$ cat src/design/tgeb_pkg.sv
// ----------------------------------------------------------------------------
// tgeb_pkg
// Shared types and constants of the time gate event builder.
// ----------------------------------------------------------------------------
`default_nettype none

package tgeb_pkg;

   localparam int NUM_CHANNELS = 16;
   localparam int CH_W         = (NUM_CHANNELS > 1) ? $clog2(NUM_CHANNELS) : 1;

   // field widths
   localparam int CHID_W   = 6;
   localparam int SLICE_W  = 59;
   localparam int OFFS_W   = 32;
   localparam int TIME_W   = 60;
   localparam int ENERGY_W = 24;
   localparam int AMP_W    = 16;
   localparam int BASE_W   = 16;
   localparam int PEAK_W   = 8;
   localparam int COUNT_W  = 8;
   localparam int TIE_W    = 16;
   localparam int GATE_W   = 16;
   localparam int MAXCH_W  = 4;
   localparam int SLOTCH_W = 4;

   localparam int REQ_DATA_W = 168;
   localparam int RSP_DATA_W = 152;

   localparam int CSR_ADDR_W = 3;
   localparam int CSR_DATA_W = 32;

   // register select is paddr[2]
   localparam logic REG_WINDOW      = 1'b0;
   localparam logic REG_MAX_CHANNEL = 1'b1;

   localparam logic [GATE_W-1:0]  GATE_RESET  = 16'd960;
   localparam logic [MAXCH_W-1:0] MAXCH_RESET = 4'd9;
   localparam logic [COUNT_W-1:0] COUNT_MAX   = 8'd255;

   typedef logic [NUM_CHANNELS-1:0] mask_type;

   typedef struct packed {
      logic [PEAK_W-1:0]   peak_index;
      logic [BASE_W-1:0]   baseline;
      logic [AMP_W-1:0]    amplitude;
      logic [ENERGY_W-1:0] energy;
   } pulse_type;

   // one slot of the channel store
   typedef struct packed {
      logic [TIE_W-1:0] tie;
      pulse_type        pulse;
   } slot_type;

   localparam int SLOT_W = $bits(slot_type);

   typedef struct packed {
      logic [CH_W-1:0]    ch;
      logic [SLICE_W-1:0] slice_time;
      logic [OFFS_W-1:0]  offset_time;
      pulse_type          pulse;
   } hit_type;

   typedef enum logic [2:0] {
      ST_IDLE,
      ST_SUM,
      ST_JUDGE,
      ST_DRAIN_RD,
      ST_DRAIN_LOAD,
      ST_START
   } state_type;

endpackage

`default_nettype wire

$ cat src/design/tgeb_ram.sv
// ----------------------------------------------------------------------------
// tgeb_ram
// Generic single-write, single-read RAM with registered read data.
// ----------------------------------------------------------------------------
`default_nettype none

module tgeb_ram #(
   parameter int WIDTH = 8,
   parameter int DEPTH = 16
) (
   input  wire                                          clock,
   input  wire                                          we,
   input  wire [((DEPTH > 1) ? $clog2(DEPTH) : 1)-1:0]  waddr,
   input  wire [WIDTH-1:0]                              wdata,
   input  wire [((DEPTH > 1) ? $clog2(DEPTH) : 1)-1:0]  raddr,
   output logic [WIDTH-1:0]                             rdata
);

   logic [WIDTH-1:0] mem [DEPTH];
   logic [WIDTH-1:0] rdata_ff;

   always_ff @(posedge clock) begin
      if (we) begin
         mem[waddr] <= wdata;
      end
      rdata_ff <= mem[raddr];
   end

   assign rdata = rdata_ff;

endmodule

`default_nettype wire

$ cat src/design/time_gate_event_builder.sv
// ----------------------------------------------------------------------------
// time_gate_event_builder
// Groups time-ordered detector hits into fixed-length time windows and emits
// one record per occupied channel when a window closes.
// ----------------------------------------------------------------------------
//  channel | dir | handshake          | payload
//  req     | in  | tvalid/tready      | tdata: one detector hit
//  rsp     | out | tvalid/tready      | tdata + tlast: one channel record
//  csr     | in  | APB psel/penable   | window length, channel limit
//
//  A hit that joins or opens an event passes through accept, time sum and
//  window compare; a dropped hit is only accepted. Closing an event reads
//  each occupied channel in a read state and a load state, set by the
//  registered read of the slot RAM, then opens the new event; rsp stalls hold the drain.
//  Reset clears event state and the occupied mask; the slot RAM is not
//  cleared since a slot is only read while its occupied bit is set.
// ----------------------------------------------------------------------------
`default_nettype none

module time_gate_event_builder
   import tgeb_pkg::*;
(
   input  wire                     clock,
   input  wire                     reset,
   // hit stream
   input  wire                     req_tvalid,
   output logic                    req_tready,
   // channel_id, slice_time, offset_time, energy, amplitude, baseline,
   // peak_index, zero pad
   input  wire [REQ_DATA_W-1:0]    req_tdata,
   // record stream
   output logic                    rsp_tvalid,
   input  wire                     rsp_tready,
   // event_time, hit_total, slot_channel, slot_energy, slot_amplitude,
   // slot_baseline, slot_peak_index, time_in_event
   output logic [RSP_DATA_W-1:0]   rsp_tdata,
   output logic                    rsp_tlast,
   // configuration
   input  wire                     csr_psel,
   input  wire                     csr_penable,
   input  wire                     csr_pwrite,
   input  wire [CSR_ADDR_W-1:0]    csr_paddr,
   input  wire [CSR_DATA_W-1:0]    csr_pwdata,
   output logic [CSR_DATA_W-1:0]   csr_prdata,
   output logic                    csr_pready
);

   localparam mask_type ONE_BIT = mask_type'(1);

   // ---------------------------------------------------------------- csr
   logic [GATE_W-1:0]  gate_ff;
   logic [MAXCH_W-1:0] maxch_ff;
   logic               csr_wr;

   assign csr_pready = 1'b1;
   assign csr_wr     = csr_psel & csr_penable & csr_pwrite;

   always_ff @(posedge clock) begin
      if (reset) begin
         gate_ff  <= GATE_RESET;
         maxch_ff <= MAXCH_RESET;
      end else if (csr_wr) begin
         case (csr_paddr[2])
            REG_WINDOW:      gate_ff  <= csr_pwdata[GATE_W-1:0];
            REG_MAX_CHANNEL: maxch_ff <= csr_pwdata[MAXCH_W-1:0];
            default: ;
         endcase
      end
   end

   always_comb begin
      case (csr_paddr[2])
         REG_WINDOW:      csr_prdata = CSR_DATA_W'(gate_ff);
         REG_MAX_CHANNEL: csr_prdata = CSR_DATA_W'(maxch_ff);
         default:         csr_prdata = '0;
      endcase
   end

   // ---------------------------------------------------------------- input unpack
   logic [CHID_W-1:0] in_ch;
   hit_type           in_hit;
   logic              in_drop;

   assign in_ch   = req_tdata[5:0];
   // ch, slice_time, offset_time, then pulse: peak_index, baseline, amplitude, energy
   assign in_hit  = {CH_W'(in_ch),
                     req_tdata[64:6],
                     req_tdata[96:65],
                     req_tdata[160:153],
                     req_tdata[152:137],
                     req_tdata[136:121],
                     req_tdata[120:97]};
   assign in_drop = (in_ch > CHID_W'(maxch_ff)) ||
                    (7'(in_ch) >= 7'(NUM_CHANNELS));

   // ---------------------------------------------------------------- state
   state_type             state_ff, state_in;
   hit_type               hit_ff, hit_in;
   logic [TIME_W-1:0]     t_ff, t_in;
   logic [TIME_W-1:0]     start_ff, start_in;
   logic [COUNT_W-1:0]    count_ff, count_in;
   mask_type              mask_ff, mask_in;
   logic [CH_W-1:0]       rd_ch_ff, rd_ch_in;

   logic                  rsp_valid_ff, rsp_valid_in;
   logic                  rsp_last_ff, rsp_last_in;
   logic [TIME_W-1:0]     out_time_ff, out_time_in;
   logic [COUNT_W-1:0]    out_count_ff, out_count_in;
   logic [CH_W-1:0]       out_ch_ff, out_ch_in;
   slot_type              out_slot_ff, out_slot_in;

   // slot RAM
   logic                  ram_we;
   logic [CH_W-1:0]       ram_raddr;
   slot_type              ram_wdata;
   logic [SLOT_W-1:0]     ram_rdata;

   tgeb_ram #(
      .WIDTH (SLOT_W),
      .DEPTH (NUM_CHANNELS)
   ) u_slot_ram (
      .clock (clock),
      .we    (ram_we),
      .waddr (hit_ff.ch),
      .wdata (ram_wdata),
      .raddr (ram_raddr),
      .rdata (ram_rdata)
   );

   // window compare
   logic [TIME_W:0]  diff;
   logic             early;
   logic             joins;
   mask_type         hit_bit;

   assign diff    = {1'b0, t_ff} - {1'b0, start_ff};
   assign early   = diff[TIME_W];
   assign joins   = early || ((diff[TIME_W-1:TIE_W] == '0) && (diff[TIE_W-1:0] < gate_ff));
   assign hit_bit = ONE_BIT << hit_ff.ch;

   // lowest occupied channel
   logic [CH_W-1:0] low_ch;
   always_comb begin
      low_ch = '0;
      for (int i = NUM_CHANNELS - 1; i >= 0; i--) begin
         if (mask_ff[i]) begin
            low_ch = CH_W'(i);
         end
      end
   end

   logic out_free;
   assign out_free   = !rsp_valid_ff || rsp_tready;
   assign req_tready = (state_ff == ST_IDLE);

   always_comb begin
      state_in     = state_ff;
      hit_in       = hit_ff;
      t_in         = t_ff;
      start_in     = start_ff;
      count_in     = count_ff;
      mask_in      = mask_ff;
      rd_ch_in     = rd_ch_ff;
      rsp_valid_in = rsp_valid_ff && !rsp_tready;
      rsp_last_in  = rsp_last_ff;
      out_time_in  = out_time_ff;
      out_count_in = out_count_ff;
      out_ch_in    = out_ch_ff;
      out_slot_in  = out_slot_ff;
      ram_we          = 1'b0;
      ram_raddr       = low_ch;
      ram_wdata.pulse = hit_ff.pulse;
      ram_wdata.tie   = '0;

      case (state_ff)
         ST_IDLE: begin
            if (req_tvalid) begin
               hit_in = in_hit;
               if (!in_drop) begin
                  state_in = ST_SUM;
               end
            end
         end
         ST_SUM: begin
            t_in     = TIME_W'(hit_ff.slice_time) + TIME_W'(hit_ff.offset_time);
            state_in = ST_JUDGE;
         end
         ST_JUDGE: begin
            if (joins) begin
               if (count_ff != COUNT_MAX) begin
                  count_in = count_ff + 1'b1;
               end
               ram_we        = 1'b1;
               ram_wdata.tie = early ? '0 : diff[TIE_W-1:0];
               mask_in       = mask_ff | hit_bit;
               state_in      = ST_IDLE;
            end else if (mask_ff == '0) begin
               // empty event closes silently
               start_in = t_ff;
               count_in = COUNT_W'(1);
               mask_in  = hit_bit;
               ram_we   = 1'b1;
               state_in = ST_IDLE;
            end else begin
               state_in = ST_DRAIN_RD;
            end
         end
         ST_DRAIN_RD: begin
            if (out_free) begin
               rd_ch_in = low_ch;
               mask_in  = mask_ff & ~(ONE_BIT << low_ch);
               state_in = ST_DRAIN_LOAD;
            end
         end
         ST_DRAIN_LOAD: begin
            rsp_valid_in = 1'b1;
            rsp_last_in  = (mask_ff == '0);
            out_time_in  = start_ff;
            out_count_in = count_ff;
            out_ch_in    = rd_ch_ff;
            out_slot_in  = slot_type'(ram_rdata);
            state_in     = (mask_ff == '0) ? ST_START : ST_DRAIN_RD;
         end
         ST_START: begin
            start_in = t_ff;
            count_in = COUNT_W'(1);
            mask_in  = hit_bit;
            ram_we   = 1'b1;
            state_in = ST_IDLE;
         end
         default: begin
            state_in = ST_IDLE;
         end
      endcase
   end

   always_ff @(posedge clock) begin
      if (reset) begin
         state_ff     <= ST_IDLE;
         start_ff     <= '0;
         count_ff     <= '0;
         mask_ff      <= '0;
         rsp_valid_ff <= 1'b0;
      end else begin
         state_ff     <= state_in;
         start_ff     <= start_in;
         count_ff     <= count_in;
         mask_ff      <= mask_in;
         rsp_valid_ff <= rsp_valid_in;
      end
   end

   always_ff @(posedge clock) begin
      hit_ff       <= hit_in;
      t_ff         <= t_in;
      rd_ch_ff     <= rd_ch_in;
      rsp_last_ff  <= rsp_last_in;
      out_time_ff  <= out_time_in;
      out_count_ff <= out_count_in;
      out_ch_ff    <= out_ch_in;
      out_slot_ff  <= out_slot_in;
   end

   // ---------------------------------------------------------------- output pack
   assign rsp_tvalid = rsp_valid_ff;
   assign rsp_tlast  = rsp_last_ff;
   assign rsp_tdata  = {out_slot_ff.tie,
                        out_slot_ff.pulse.peak_index,
                        out_slot_ff.pulse.baseline,
                        out_slot_ff.pulse.amplitude,
                        out_slot_ff.pulse.energy,
                        SLOTCH_W'(out_ch_ff),
                        out_count_ff,
                        out_time_ff};

endmodule

`default_nettype wire
$ cat config.mk
export PLATFORM = sky130hd
export DESIGN_NAME = time_gate_event_builder
export DESIGN_NICKNAME = d
export VERILOG_FILES = /design/src/design/tgeb_pkg.sv /design/src/design/tgeb_ram.sv /design/src/design/time_gate_event_builder.sv
export SDC_FILE = /design/constraint.sdc
export NUM_CORES = 2
export LEC_CHECK = 0
export ABC_AREA = 1
export ABC_CLOCK_PERIOD_IN_PS = 19180
export BUFFER_PORTS_ARGS = -buffer_cell sky130_fd_sc_hd__buf_2
export CAP_MARGIN = 20
export CORE_UTILIZATION = 60
export DETAILED_ROUTE_END_ITERATION = 8
export GPL_TIMING_DRIVEN = 0
export PLACE_DENSITY = 0.8
export REMOVE_ABC_BUFFERS = 1
export SETUP_SLACK_MARGIN = 0.5
export SYNTH_ARGS = -nofsm -noshare
export SYNTH_HDL_FRONTEND = slang
export SYNTH_SLANG_ARGS = --single-unit
$ cat constraint.sdc
create_clock -name clock -period 19.18 [get_ports clock]
set_input_delay 5.754 -clock clock [delete_from_list [all_inputs] [get_ports clock]]
set_output_delay 5.754 -clock clock [all_outputs]
set_load 0.05 [all_outputs]
# --- Yosys cells after proc, flatten, opt, wreduce, memory -nomap -nowiden ---
# Memories as Yosys holds them, arrays and structs flattened. A register that Yosys moved wholly into a read port is not among the register bits.
# Index checks and enable logic that the tools add are counted.
totals:
  regBits: 484
  ram_bits: 1280
  out_inout_bits: 188
  memories: 1
mem_list:
  columns: ["memory", "words", "word_bits", "read_ports", "rd_clocked_by_memory_dff", "write_ports", "line", "source"]
  rows:
  - ["u_slot_ram.mem", 16, 80, 1, 1, 1, "tgeb_ram.sv:19", "logic [WIDTH-1:0] mem [DEPTH];"]
classes:
  n_addsub: 3
  n_lt_le_gt_ge: 3
  n_eq_ne: 13
  shift: 2
  mux: 44
  bitwise: 6
  reduce_logical: 20
op_table:
  columns: ["cell", "n"]
  rows:
  - ["$mux W60", 2]
  - ["$pmux W60 S2", 1]
  - ["$mux W16", 6]
  - ["$mux W4", 16]
  - ["$pmux W32 S2", 1]
  - ["$sub A60 B60 Y61", 1]
  - ["$add A59 B32 Y60", 1]
  - ["$pmux W16 S3", 1]
  - ["$logic_not A44 Y1", 1]
  - ["$shl A1 B4 Y16 const A", 2]
  - ["$mux W8", 3]
  - ["$and A16 B16 Y16", 1]
  - ["$logic_not A16 Y1", 1]
  - ["$lt A16 B16 Y1", 1]
  - ["$not A16 Y16", 1]
  - ["$or A16 B16 Y16", 1]
  - ["$pmux W8 S2", 1]
  - ["$pmux W3 S5", 1]
  - ["$mux W3", 4]
  - ["$reduce_and A3 Y1", 4]
  - ["$ne A2 B2 Y1 const B", 5]
  - ["$add A8 B1 Y8 const B", 1]
  - ["$ne A8 B8 Y1 const B", 1]
  - ["$reduce_and A2 Y1", 4]
  - ["17 further kinds", 30]

# --- Longest topological paths before layout ---
depth:
  ltp_word: 21
  depth_mapped: 31
  depth_no_buf: 30

# --- Cells and area by module ---
# From an unflattened synthesis, not the netlist that was laid out.
unflattened:
  hier_cells: 8043
  area_unflattened_um2: 81194.1
by_module_without_submodules:
  columns: ["module", "instances", "cells_per_inst", "area_per_inst_um2", "seq_area_each_um2"]
  rows:
  - ["tgeb_ram", 1, 5255, 56195.1, 40038.4]
  - ["time_gate_event_builder", 1, 2788, 24999.0, 13452.9]

# --- Least setup slack after synthesis ---
# OpenSTA, ideal clock, no wires.
synth_timing:
  path_kind: "input to register"
  start: "input port req_tvalid"
  end: "register hit_ff[0] in the netlist's numbering, enable pin"
  arrival_ps: 12351
  setup_slack_ps: 6148
  path_stages: 2
  cell_sequence: "inv_1 > nor2_1"
synth_via:
  elab_chain_len: 1
synth_rtl:
  columns: ["element", "line", "source"]
  rows:
  - ["from (decl)", "time_gate_event_builder.sv:26", "input wire req_tvalid,"]
  - ["$reduce_and A2 Y1 (no source line)", null, null]
  - ["to (signal assigned)", "time_gate_event_builder.sv:254", "hit_ff <= hit_in;"]
  - ["to (decl)", "time_gate_event_builder.sv:98", "hit_type hit_ff, hit_in;"]
# No other way between the ends.
# A chain may end at the register's enable or synchronous reset.

# --- Worst setup path after layout ---
layout_timing:
  start: "input port csr_paddr[2]"
  end: "output port csr_prdata[1]"
layout_via:
  elab_chain_len: 2
layout_rtl:
  columns: ["element", "line", "source"]
  rows:
  - ["from (decl)", "time_gate_event_builder.sv:42", "input wire [CSR_ADDR_W-1:0] csr_paddr,"]
  - ["$not A1 Y1 (no source line)", null, null]
  - ["$pmux W32 S2 (*)", "time_gate_event_builder.sv:72", "case (csr_paddr[2])"]
  - ["to (decl)", "time_gate_event_builder.sv:44", "output logic [CSR_DATA_W-1:0] csr_prdata,"]
# Mark *: on every way between the ends. The rest lies on a longest branch, timed or not. The select of a mux whose other input is x is not followed.

==> results by group <==
Flow run
  – Number of max-cap violations: 0

Global routing
  – Initial antenna violation count: 5
  – Gr ovfl total: 0
  – Total track usage: 0.325
  – Vias in the first global route: 53035
  – Global-route wire length before repair: 316000 um
  – Largest net degree at the start of global routing: 116

Power
  – PD cells: 150 nW/um^2
  – Leakage: 32.4 nW
  – PnR Total Power: 13.2 mW
  – Maximum vdd ir drop: 0.000173 V

Cells and area
  – Fillers: 8294
  – Design area: slightly below 90000 um^2
  – Area Growth Syn to Fin: 15.1%
  – Post-route insts no fill: 8941
  – # nets final: 7460
  – Final core utilization: 0.698
  – Layout cells sized above 1: 0.112

Timing
  – Max Clk Rate: 81.5 MHz
  – Hold slack: between 0.4 and 0.5 ns
  – Hold Fails Final Rpt: 0
  – RSZ-0062 raised after global routing: false
  – Final min period: roughly 12 ns
  – Max_slew headroom: 0.222
  – Clock Skew: 0.0621 ns
  – Slew @ Worst Pin: 1.16 ns
  – Pins Over Slew Limit: 0
  – Final period util: 0.640
  – Final setup viols: 0

Routing
  – Initial DRT Pass Iterations: 6
  – Residual DRC count: 0
  – Via count: 54970
  – Routed Antenna Nets: 0
  – WL final: 213000 um
  – DRT iter0 DRCs: approximately 7000
  – Post-DR wirelength/cell: 23.8 um
  – Post-DR vias/cell: 6.15

Floorplan
  – Row count: 130
  – Chip Width: 359 um
  – Top Ports: 398
  – Initial Util: 0.606
  – Core area: 126000 um^2
  – Die area: 129000 um^2
  – Die height: 359 um

Logic synthesis
  – Synth Warn #: 0
  – Number of synthesized flops with an enable pin: 1656
  – Mapped Cells: 6763
  – Netlist area before placement: 76400 um^2
  – Synthesis-stage register bit count: 1844
  – Syn_area_per_cell: 11.3 um^2
  – Post-synth top flop: edfxtp_1
  – Netlist cell types: slightly above 50
  – Sequential area share after synthesis: 0.700
  – Ys async rst share: 0

Setup path
  – WP data required: 13.43 ns
  – Critical Path AT: roughly 6.5 ns
  – Crit path kind: in -> out
  – R2R depth: 21
  – Crit Path Max Fanout: 21
  – Worst setup EP type: output pin
  – Crit start category: primary input

Clock network
  – CTS sink cnt: 1844
  – Clk Latency, worst-skew pair: 0.84 ns
  – CTS Buf Count: 177
  – Clock buffer depth: 3
  – CTS Hold Buffers Added: 0
  – CTS tree: built
  – PostCTS Resize Cnt: 0
  – CTS Root Buffer Type: clkbuf_16
  – Post-CTS setup buffers: 0
  – Worst-path clk slew: 0.06 ns
  – H-tree levels: 4

Min path
  – Hold Crit Class: reg -> reg
  – Hold Path Cell Cnt: 0

Outcome
  – Status: finished clean

Place
  – # port buffers: 355
  – Placed insts: 8606
  – RePlAce Congestion: 0.985
  – DP Area: 82200 um^2
  – Detail Placement HPWL: 134000 um
==> state kept, by name (all words and copies together), names as in the netlist, 8 cells and up <==
register	cells
u_slot_ram.mem	1280
t_ff	60
count_ff	8
start_ff	60
hit_ff	159
out_time_ff	60
gate_ff	16
mask_ff	16
u_slot_ram.rdata	80
rsp_tdata	80
out_count_ff	8
==> synthesized netlist by cell type, drive strengths merged (112+ instances only) <==
| master | number | area share |
|---|---|---|
| nand2 | 1578 | 0.078 |
| o21ai | 150 | 0.0098 |
| nand4 | 127 | 0.010 |
| nor2 | 446 | 0.023 |
| edfxtp | 1656 | 0.65 |
| dfxtp | 188 | 0.049 |
| clkbuf | 156 | 0.0077 |
| inv | 546 | 0.027 |
| ha | 112 | 0.018 |
| nand3 | 959 | 0.063 |
| a21oi | 415 | 0.027 |
| buf | 156 | 0.010 |
==> final timing paths <==
path | slack, ns | endpoint | start
worst max register to register | 12.33 | u_slot_ram.mem[12][65] | start_ff[0]
worst min register to register | 0.40 | rsp_tdata[135] | u_slot_ram.rdata[63]
worst min-delay path | 0.40 | rsp_tdata[135] | u_slot_ram.rdata[63]
worst max-delay path | 6.90 | csr_prdata[1] | csr_paddr[2]
==> power breakdown <==
group	internal, mW	total, mW	switching (mW)
clock	1.92	3.45	1.53
combinational	1.54	4.92	3.38
sequential	4.68	4.84	0.159
==> layout by cell type (no fill, tap or decap), drive strengths merged, types with 28 or more instances in the layout <==
| master | synthesis | layout |
|---|---|---|
| clkinv | 7 | 67 |
| xnor2 | 28 | 28 |
| clkbuf | 156 | 251 |
| dfxtp | 188 | 188 |
| buf | 156 | 491 |
| nor3 | 37 | 37 |
| nand2 | 1578 | 1578 |
| nor2 | 446 | 446 |
| a21oi | 415 | 415 |
| nand3 | 959 | 959 |
| inv | 546 | 554 |
| a31oi | 51 | 51 |
| ha | 112 | 112 |
| edfxtp | 1656 | 1656 |
| nand4 | 127 | 127 |
| xor2 | 49 | 49 |
| o21ai | 150 | 150 |
==> logic make-up after synthesis <==
family	after synthesis	synth area share
adder cells (fa/ha/maj)	114	0.0189
buffers and inverters	865	0.0449
other	2	0.0000982
flip-flops	1844	0.700
AO/OA/AOI/OAI	680	0.0476
AND/OR/NAND/NOR	3181	0.180
XOR/XNOR	77	0.00882
==> worst max-delay path: stages <==
cell     delay [ns]
buf_2          0.30
nand2_1        0.08
o21ai_0        0.09
buf_2          0.30
==> final cells by class <==
class,instances,area [um^2],share of cell area
inverters,553,2100,0.0239
repair buffers,491,4770,0.0542
clock inverters,81,848,0.00964
flip-flops and latches,1844,53500,0.608
clock buffers,251,4940,0.0562
diodes,2,5.00,0.0000569
well taps,1650,2060,0.0235
multi-input cells,4069,19800,0.225
==> layer usage <==
| layer | track usage | wire (um) |
|---|---|---|
| met2 | 0.522 | 100000 |
| met5 | 0 | 15 |
| met4 | 0.140 | 8760 |
| met3 | 0.0612 | 24200 |
| met1 | 0.437 | 79700 |
==> metrics by stage <==
stage	TNS (ns)	setup slack (ns)
final	0	6.90
after global routing	0	6.82
after CTS	0	6.92
after detailed placement	0	6.92
after global placement	-4652.99	-54.38
after floorplan	-809.54	-9.72
No activity file was read; power rests on OpenSTA's default activity.
